[config.mk]
export PLATFORM = sky130hd
export DESIGN_NAME = base64_stream_encoder
export DESIGN_NICKNAME = d
export VERILOG_FILES = /design/src/b64e_pkg.sv /design/src/b64e_front.sv /design/src/b64e_queue.sv /design/src/b64e_back.sv /design/src/base64_stream_encoder.sv
export VERILOG_INCLUDE_DIRS = /design/src /design/src/src
export SDC_FILE = /design/constraint.sdc
export NUM_CORES = 1
export LEC_CHECK = 0
export BUFFER_PORTS_ARGS = -buffer_cell sky130_fd_sc_hd__buf_4
export CAP_MARGIN = 20
export CORE_MARGIN = 8
export CORE_UTILIZATION = 40
export DETAILED_ROUTE_END_ITERATION = 16
export MAX_ROUTING_LAYER = met4
export PLACE_DENSITY = 0.58
export SETUP_SLACK_MARGIN = 0.02
export SLEW_MARGIN = 10
export SYNTH_ARGS = -nofsm -noshare
export SYNTH_HDL_FRONTEND = slang
export SYNTH_SLANG_ARGS = --single-unit
[constraint.sdc]
create_clock -name clk -period 2.9 [get_ports clk]
set_clock_uncertainty 0.05 [all_clocks]
set_input_delay 0.29 -clock clk [delete_from_list [all_inputs] [get_ports clk]]
set_output_delay 0.29 -clock clk [all_outputs]
set_load 0.1 [all_outputs]
[src/base64_stream_encoder_defines.svh]
// assertion macros for the base64 stream encoder
`ifndef BASE64_STREAM_ENCODER_DEFINES_SVH
`define BASE64_STREAM_ENCODER_DEFINES_SVH

// condition that must hold at every clock edge out of reset
`define B64E_ASSERT_ALWAYS(name, cond, msg) \
    name: assert property (@(posedge clk) disable iff (!rst_n) (cond)) else $error(msg);

// condition that must hold in the cycle after a trigger
`define B64E_ASSERT_NEXT(name, trig, cond, msg) \
    name: assert property (@(posedge clk) disable iff (!rst_n) (trig) |=> (cond)) else $error(msg);

`endif

[src/b64e_pkg.sv]
// shared types, character codes and symbol mapping for the base64 encoder
package b64e_pkg;

    localparam int unsigned SYM_W      = 6;
    localparam int unsigned CHAR_W     = 7;
    localparam int unsigned SLOTS      = 4;
    localparam int unsigned Q_DEPTH    = 2;

    localparam logic [CHAR_W-1:0] CH_UPPER_A = 7'h41;
    localparam logic [CHAR_W-1:0] CH_LOWER_A = 7'h61;
    localparam logic [CHAR_W-1:0] CH_DIGIT_0 = 7'h30;
    localparam logic [CHAR_W-1:0] CH_PLUS    = 7'h2B;
    localparam logic [CHAR_W-1:0] CH_SLASH   = 7'h2F;
    localparam logic [CHAR_W-1:0] CH_EQUALS  = 7'h3D;
    localparam logic [CHAR_W-1:0] CH_STAR    = 7'h2A;
    localparam logic [CHAR_W-1:0] CH_DASH    = 7'h2D;
    localparam logic [CHAR_W-1:0] CH_UNDER   = 7'h5F;

    localparam logic [SYM_W-1:0] SYM_LAST_UPPER = 6'd25;
    localparam logic [SYM_W-1:0] SYM_LAST_LOWER = 6'd51;
    localparam logic [SYM_W-1:0] SYM_LAST_DIGIT = 6'd61;
    localparam logic [SYM_W-1:0] SYM_PLUS       = 6'd62;

    // position of the next byte within its three-byte group
    typedef enum logic [2:0] {
        PH_0 = 3'b001,
        PH_1 = 3'b010,
        PH_2 = 3'b100
    } phase_t;

    // one request's worth of work for the back end
    typedef struct packed {
        logic [SLOTS-1:0][SYM_W-1:0] sym;
        logic [SLOTS-1:0]            pad;
        logic [1:0]                  cnt_m1;
        logic                        last;
    } entry_t;

    typedef struct packed {
        phase_t     phase;
        logic [3:0] carry;
    } front_status_t;

    function automatic logic [CHAR_W-1:0] sym_to_ascii(
        input logic [SYM_W-1:0] v,
        input logic             alt
    );
        logic [CHAR_W-1:0] v7;
        logic [CHAR_W-1:0] res;
        v7 = {1'b0, v};
        priority if (v <= SYM_LAST_UPPER)
            res = CH_UPPER_A + v7;
        else if (v <= SYM_LAST_LOWER)
            res = CH_LOWER_A + v7 - 7'd26;
        else if (v <= SYM_LAST_DIGIT)
            res = CH_DIGIT_0 + v7 - 7'd52;
        else if (v == SYM_PLUS)
            res = alt ? CH_STAR : CH_PLUS;
        else
            res = alt ? CH_DASH : CH_SLASH;
        return res;
    endfunction

    function automatic logic [CHAR_W-1:0] pad_char(input logic alt);
        return alt ? CH_UNDER : CH_EQUALS;
    endfunction

endpackage

[src/b64e_front.sv]
// front end: takes bytes, tracks group phase and splits each byte into symbols
module b64e_front (
    input  logic                    clk,
    input  logic                    rst_n,
    input  logic                    push,
    input  logic [7:0]              data_byte,
    input  logic                    end_of_message,
    input  logic                    q_full,
    output logic                    q_push,
    output b64e_pkg::entry_t        q_entry,
    output b64e_pkg::front_status_t status
);
    import b64e_pkg::*;

    phase_t     phase_reg, phase_next;
    logic [3:0] carry_reg, carry_next;

    assign q_push = push && !q_full;
    assign status = '{phase: phase_reg, carry: carry_reg};

    always_comb
    begin
        q_entry    = '0;
        phase_next = phase_reg;
        carry_next = carry_reg;
        unique case (phase_reg)
            PH_1:
            begin
                q_entry.sym[0] = {carry_reg[1:0], data_byte[7:4]};
                if (end_of_message)
                begin
                    q_entry.sym[1] = {data_byte[3:0], 2'b00};
                    q_entry.pad[2] = 1'b1;
                    q_entry.cnt_m1 = 2'd2;
                end
                else
                begin
                    carry_next = data_byte[3:0];
                    phase_next = PH_2;
                end
            end
            PH_2:
            begin
                q_entry.sym[0] = {carry_reg, data_byte[7:6]};
                q_entry.sym[1] = data_byte[5:0];
                q_entry.cnt_m1 = 2'd1;
                carry_next     = 4'd0;
                phase_next     = PH_0;
            end
            default:
            begin
                // start of a group; an unreachable code behaves the same
                q_entry.sym[0] = data_byte[7:2];
                if (end_of_message)
                begin
                    q_entry.sym[1] = {data_byte[1:0], 4'b0000};
                    q_entry.pad[2] = 1'b1;
                    q_entry.pad[3] = 1'b1;
                    q_entry.cnt_m1 = 2'd3;
                end
                else
                begin
                    carry_next = {2'b00, data_byte[1:0]};
                    phase_next = PH_1;
                end
            end
        endcase
        q_entry.last = end_of_message;
        if (end_of_message)
        begin
            phase_next = PH_0;
            carry_next = 4'd0;
        end
    end

    always_ff @(posedge clk or negedge rst_n)
    begin
        if (!rst_n)
        begin
            phase_reg <= PH_0;
            carry_reg <= 4'd0;
        end
        else if (q_push)
        begin
            phase_reg <= phase_next;
            carry_reg <= carry_next;
        end
    end

endmodule

[src/b64e_queue.sv]
// short request queue between front and back end
module b64e_queue (
    input  logic             clk,
    input  logic             rst_n,
    input  logic             push,
    input  b64e_pkg::entry_t wr_entry,
    output logic             full,
    input  logic             pop,
    output b64e_pkg::entry_t rd_entry,
    output logic             empty
);
    import b64e_pkg::*;

    localparam int unsigned PTR_W = (Q_DEPTH > 1) ? $clog2(Q_DEPTH) : 1;
    localparam int unsigned CNT_W = $clog2(Q_DEPTH + 1);
    localparam logic [PTR_W-1:0] PTR_MAX = PTR_W'(Q_DEPTH - 1);
    localparam logic [CNT_W-1:0] CNT_MAX = CNT_W'(Q_DEPTH);

    entry_t           slot_reg [Q_DEPTH];
    logic [PTR_W-1:0] wr_ptr_reg, wr_ptr_next;
    logic [PTR_W-1:0] rd_ptr_reg, rd_ptr_next;
    logic [CNT_W-1:0] count_reg, count_next;
    logic             do_push;
    logic             do_pop;

    assign full     = (count_reg == CNT_MAX);
    assign empty    = (count_reg == '0);
    assign do_push  = push && !full;
    assign do_pop   = pop && !empty;
    assign rd_entry = slot_reg[rd_ptr_reg];

    always_comb
    begin
        wr_ptr_next = wr_ptr_reg;
        rd_ptr_next = rd_ptr_reg;
        count_next  = count_reg;
        if (do_push)
            wr_ptr_next = (wr_ptr_reg == PTR_MAX) ? '0 : wr_ptr_reg + 1'b1;
        if (do_pop)
            rd_ptr_next = (rd_ptr_reg == PTR_MAX) ? '0 : rd_ptr_reg + 1'b1;
        if (do_push && !do_pop)
            count_next = count_reg + 1'b1;
        else if (do_pop && !do_push)
            count_next = count_reg - 1'b1;
    end

    always_ff @(posedge clk or negedge rst_n)
    begin
        if (!rst_n)
        begin
            wr_ptr_reg <= '0;
            rd_ptr_reg <= '0;
            count_reg  <= '0;
        end
        else
        begin
            wr_ptr_reg <= wr_ptr_next;
            rd_ptr_reg <= rd_ptr_next;
            count_reg  <= count_next;
        end
    end

    always_ff @(posedge clk)
    begin
        if (do_push)
            slot_reg[wr_ptr_reg] <= wr_entry;
    end

endmodule

[src/b64e_back.sv]
// back end: walks each request into the output register one character a cycle while that register is free
module b64e_back (
    input  logic                        clk,
    input  logic                        rst_n,
    input  logic                        alt,
    input  b64e_pkg::entry_t            q_entry,
    input  logic                        q_empty,
    output logic                        q_pop,
    input  logic                        pop,
    output logic                        empty,
    output logic [b64e_pkg::CHAR_W-1:0] out_char,
    output logic                        out_last
);
    import b64e_pkg::*;

    entry_t            cur_reg;
    logic              cur_valid_reg;
    logic [1:0]        idx_reg;
    logic              out_valid_reg;
    logic [CHAR_W-1:0] out_char_reg;
    logic              out_last_reg;

    logic              out_free;
    logic              advance;
    logic              at_end;
    logic              take;
    logic [CHAR_W-1:0] slot_char;

    assign out_free = !out_valid_reg || pop;
    assign advance  = out_free && cur_valid_reg;
    assign at_end   = (idx_reg == cur_reg.cnt_m1);
    assign take     = !cur_valid_reg || (advance && at_end);
    assign q_pop    = take && !q_empty;

    assign slot_char = cur_reg.pad[idx_reg] ? pad_char(alt)
                                            : sym_to_ascii(cur_reg.sym[idx_reg], alt);

    always_ff @(posedge clk or negedge rst_n)
    begin
        if (!rst_n)
        begin
            cur_valid_reg <= 1'b0;
            idx_reg       <= 2'd0;
            out_valid_reg <= 1'b0;
        end
        else
        begin
            if (q_pop)
            begin
                cur_valid_reg <= 1'b1;
                idx_reg       <= 2'd0;
            end
            else if (advance && at_end)
                cur_valid_reg <= 1'b0;
            else if (advance)
                idx_reg <= idx_reg + 1'b1;

            if (advance)
                out_valid_reg <= 1'b1;
            else if (pop)
                out_valid_reg <= 1'b0;
        end
    end

    always_ff @(posedge clk)
    begin
        if (q_pop)
            cur_reg <= q_entry;
        if (advance)
        begin
            out_char_reg <= slot_char;
            out_last_reg <= at_end && cur_reg.last;
        end
    end

    assign empty    = !out_valid_reg;
    assign out_char = out_char_reg;
    assign out_last = out_last_reg;

endmodule

[src/base64_stream_encoder.sv]
// top level of the streaming base64 encoder
//
//  channel   | ports                                  | handshake
//  ----------+----------------------------------------+----------------------------
//  bytes in  | data_byte, end_of_message              | push / full
//  chars out | out_char, out_last                     | pop / empty
//  config    | cfg_wdata (alt alphabet)               | cfg_we, no wait
//
// a byte is taken in any cycle the request queue has room; the back end then
// emits one character per cycle, one to four per byte (four thirds on average)
// while its output is free, so the back end's serialiser sets the sustained rate
// a first character passes the request queue, the back end's request register
// and its output register; reset clears phase, carry, queue, back end and the
// alphabet select at once; a stalled output holds its character; the front keeps
// taking bytes until the two-deep request queue fills
`include "base64_stream_encoder_defines.svh"

module base64_stream_encoder (
    input  logic                        clk,
    input  logic                        rst_n,
    input  logic                        push,
    output logic                        full,
    input  logic [7:0]                  data_byte,
    input  logic                        end_of_message,
    input  logic                        pop,
    output logic                        empty,
    output logic [b64e_pkg::CHAR_W-1:0] out_char,
    output logic                        out_last,
    input  logic                        cfg_we,
    input  logic                        cfg_wdata
);
    import b64e_pkg::*;

    // alphabet select; change only while the encoder is idle, the block does not enforce this
    logic          alt_reg;

    // front to queue
    logic          q_push;
    logic          q_full;
    entry_t        q_wr_entry;
    front_status_t front_status;

    // queue to back
    logic          q_pop;
    logic          q_empty;
    entry_t        q_rd_entry;

    // message end taken, and front back at a clean group start
    logic          q_push_eom;
    logic          front_clear;

    always_ff @(posedge clk or negedge rst_n)
    begin
        if (!rst_n)
            alt_reg <= 1'b0;
        else if (cfg_we)
            alt_reg <= cfg_wdata;
    end

    assign full = q_full;

    // front: phase tracking and splitting each byte into its symbols and pads
    b64e_front u_front (
        .clk            (clk),
        .rst_n          (rst_n),
        .push           (push),
        .data_byte      (data_byte),
        .end_of_message (end_of_message),
        .q_full         (q_full),
        .q_push         (q_push),
        .q_entry        (q_wr_entry),
        .status         (front_status)
    );

    // decouples byte intake from character output
    b64e_queue u_queue (
        .clk      (clk),
        .rst_n    (rst_n),
        .push     (q_push),
        .wr_entry (q_wr_entry),
        .full     (q_full),
        .pop      (q_pop),
        .rd_entry (q_rd_entry),
        .empty    (q_empty)
    );

    // back: alphabet mapping and one character per cycle, while the output register is free, into it
    b64e_back u_back (
        .clk      (clk),
        .rst_n    (rst_n),
        .alt      (alt_reg),
        .q_entry  (q_rd_entry),
        .q_empty  (q_empty),
        .q_pop    (q_pop),
        .pop      (pop),
        .empty    (empty),
        .out_char (out_char),
        .out_last (out_last)
    );

    assign q_push_eom  = q_push && end_of_message;
    assign front_clear = (front_status.phase == PH_0) && (front_status.carry == 4'd0);

    // the front only writes the queue when it has room
    `B64E_ASSERT_ALWAYS(a_no_overflow, !(q_push && q_full), "request queue overflow")
    // the back only loads a request that is there
    `B64E_ASSERT_ALWAYS(a_no_underflow, !(q_pop && q_empty), "request queue underflow")
    // a message end returns the front to the start of a group with no carry
    `B64E_ASSERT_NEXT(a_end_resets, q_push_eom, front_clear, "group state not cleared")

endmodule

==> flow_summary.toml <==
[status]
status = "finished, final reports clean"

[logic_synthesis]
synth_ff_type = "edfxtp_1"
synth_edf_count = 59
synth_area_um2 = 3600
ys_seq_elements = 75
synth.most_common_cell = "edfxtp_1"
postSynthAreaPerCell_um2 = 12.5
yosysUniqueCellTypes = 46
synth_top_area_cell = "edfxtp_1"
synthArstFlopShare_pct = 21.3
synth.area.top_cells = "edfxtp_1 (49%), dfrtp_1 (10%), mux2_2 (5.9%)"
synth.yosys.seq_area_share_pct = 60.3
synth_top_area_share_pct = 49.2
yosysWarnings = 0
synthTopCellsByCount = "edfxtp_1 (59), nand2_1 (36), mux2_2 (19), nor2_1 (19), dfrtp_1 (15)"
syn-instance-count = 288
syn_nets = 314

[routing]
drtIter0Drc = 92
met3_length_um = 228
drc_errors = 0
drt-total-wl_um = 6610
met1Wirelength_um = 3010
vias = 2234
viasPerCell = 5.07
met2WireLength_um = 3210
highest_layer = "met4"
ant_nets = 0
wl_per_cell_um = 15.0
first_pass_iters = 4

[setup_path]
required_ns = 2.93
reg2reg_from = "u_back.idx_reg[0]"
critPathKind = "flip-flop to flip-flop"
path_cells = "nand2b_1 -> a21oi_1 -> inv_1 -> ha_1 -> nand2b_1 -> a2111oi_4 -> nor2_2 -> a2111oi_4 -> o41ai_2"
cp-startpoint = "u_back.idx_reg[0]"
cp-end-kind = "flip-flop"
r2r_slack_ns = 0.19
worstPathArrival_ns = 2.74
critPathMaxFanout = 10
startpoint_type = "flip-flop"
reg2reg_depth = 9
critical_path.endpoint = "u_back.out_char[2]"
reg2reg_to = "u_back.out_char[2]"
max_stage_delay_ns = 0.49
worst_path_max_delay_cell = "dfrtp_2"

[cells_and_area]
largest_reg_flops = 34
seq_area_um2 = 2170
drive_gt1_share_pct = 24.9
nets = 354
multiInputGateArea_um2 = 1370
antenna_cells = 0
syn2layout_area_growth_pct = 16.6
fill_cells = 756

[floorplanning]
ios = 25
die_h_um = 111
die_w_um = 111
rows = 34
die_area_um2 = 12300
core_um2 = 8720
initial_core_util_pct = 41.3

[clock_network]
worstSkewPairLatency_ns = 0.34
h-tree-depth = 3
numCtsBuffers = 9
path_clk_slew_ns = 0.09
cts_setup_buffers = 0
clock-sinks = 75
cts_tree = "yes"
cts_buffer_depth = 2
cts_root_buf = "clkbuf_8"

[sta]
finalCritPeriodShare_pct = 93.4
hold_viol = 0
setup_violations = 0
finalSetupTns_ns = 0
max_freq_mhz = 369
rsz0062_at_grt = "no"
hold_ws_ns = 0.0814
drv_slew = 0
relSlewSlack_pct = 49.1
fin_crit_ns = 2.71
worst_pin_slew_ns = 0.764

[place]
io_buffers = 24
gp_congestion = 0.886
place_hpwl_um = 4860

[grt]
antenna_found_initial = 0
grt_use_total_pct = 11.4
grt_pass1_vias = 2366
grt_overflow = 0
grt_max_degree = 21
grt_pass1_wl_um = 11100

[job]
drv_cap = 0

[power_and_ir_drop]
p_leak_uw = 0.00165
peakVddDrop_mv = 0.788
power.density_nw_per_um2 = 1240

[min_path]
hp-class = "primary input to flip-flop"
## cell type report
type                       instances  share of cell area (%)
sequential                        75                    51.7
multi-input combinational        193                    32.5
timing repair buffer              37                    6.67
tap                              108                    3.22
clock buffer                       9                    2.95
clock inverter                     7                    1.82
inverter                          12                    1.07
## critical path: cells and delay by family, from the launching register on
family	cells	cell delay, ns
and+or+nand+nor	3	0.54
DFF	1	0.49
buffers and inverters	1	0.09
adders and majority gates	1	0.23
AOI/OAI and AO/OA	4	1.05
## layer usage
metal / GRT usage, % / vias up
met1: 12.7 / 1048
met5: - / -
met2: 18.7 / 45
li1: - / 1127
met3: 3.08 / 14
met4: 5.05 / 0
## cells by family after synthesis
group	share of synthesized area [%]
AO/OA/AOI/OAI	9.72
buffers and inverters	2.33
XOR/XNOR	2.67
AND/OR/NAND/NOR	13.5
adder cells (fa/ha/maj)	3.82
flip-flops	60.3
multiplexers	7.60
## repair_timing
action	4_1_cts	5_1_grt
resized for setup	0	3
endpoints found under the setup margin	0	1
hold buffers	1	0
endpoints found under the hold margin	16	0
## per-stage QoR
stage / power (µW) / instance area [µm²] / std cells / worst slack [ns] / utilization, %
3_5_place_dp: 4390 / 3970 / 424 / 0.129 / 45.6
3_3_place_gp: 4370 / 3970 / 424 / 0.201 / 45.6
4_1_cts: 5210 / 4180 / 441 / 0.0950 / 48.0
5_1_grt: 5530 / 4200 / 441 / 0.0247 / 48.2
6_report: 5200 / 4200 / 441 / 0.190 / 48.2
2_1_floorplan: 3780 / 3600 / 288 / 0.129 / -
## report_power, final
group	internal, µW	switching, µW
sequential	1710	221
clock	402	397
combinational	909	1570
## cells in the final DEF, fill, tap and decap left out, types with 2 or more instances in the layout
cell	netlist	layout
edfxtp_1	59	59
nand2_1	36	36
buf_4	0	36
nor2_1	19	19
mux2_2	19	19
dfrtp_1	15	14
a21oi_1	13	12
inv_1	11	11
nand3_1	11	11
ha_1	11	11
clkbuf_8	0	9
a22oi_1	9	8
nand2b_1	7	7
and2_1	6	6
xnor2_1	6	6
mux2i_1	6	6
o21ai_0	6	6
xor2_1	5	5
nor2b_1	4	4
a22o_1	4	4
nand3b_1	3	3
clkinv_4	0	3
clkinv_1	1	2
a21oi_2	1	2
nor3b_1	2	2
a2111oi_4	1	2
nor3_1	2	2
a32oi_1	2	2
or2_2	2	2
a32o_1	2	2
and3_1	2	2
## worst min-delay path by stage
| stage | startpoint | cells past startpoint | slack (ns) | end |
|---|---|---|---|---|
| finish | cfg_we | 2 | 0.08 | alt_reg |
| floorplan | rst_n | 0 | -0.06 | alt_reg |
| global placement | rst_n | 1 | 0.12 | u_queue.wr_ptr_reg |
| detailed placement | rst_n | 1 | 0.12 | u_queue.wr_ptr_reg |
| global route | cfg_we | 2 | 0.06 | alt_reg |
| CTS | cfg_we | 2 | 0.07 | alt_reg |
Note: power is estimated with default switching activity, not from simulation.
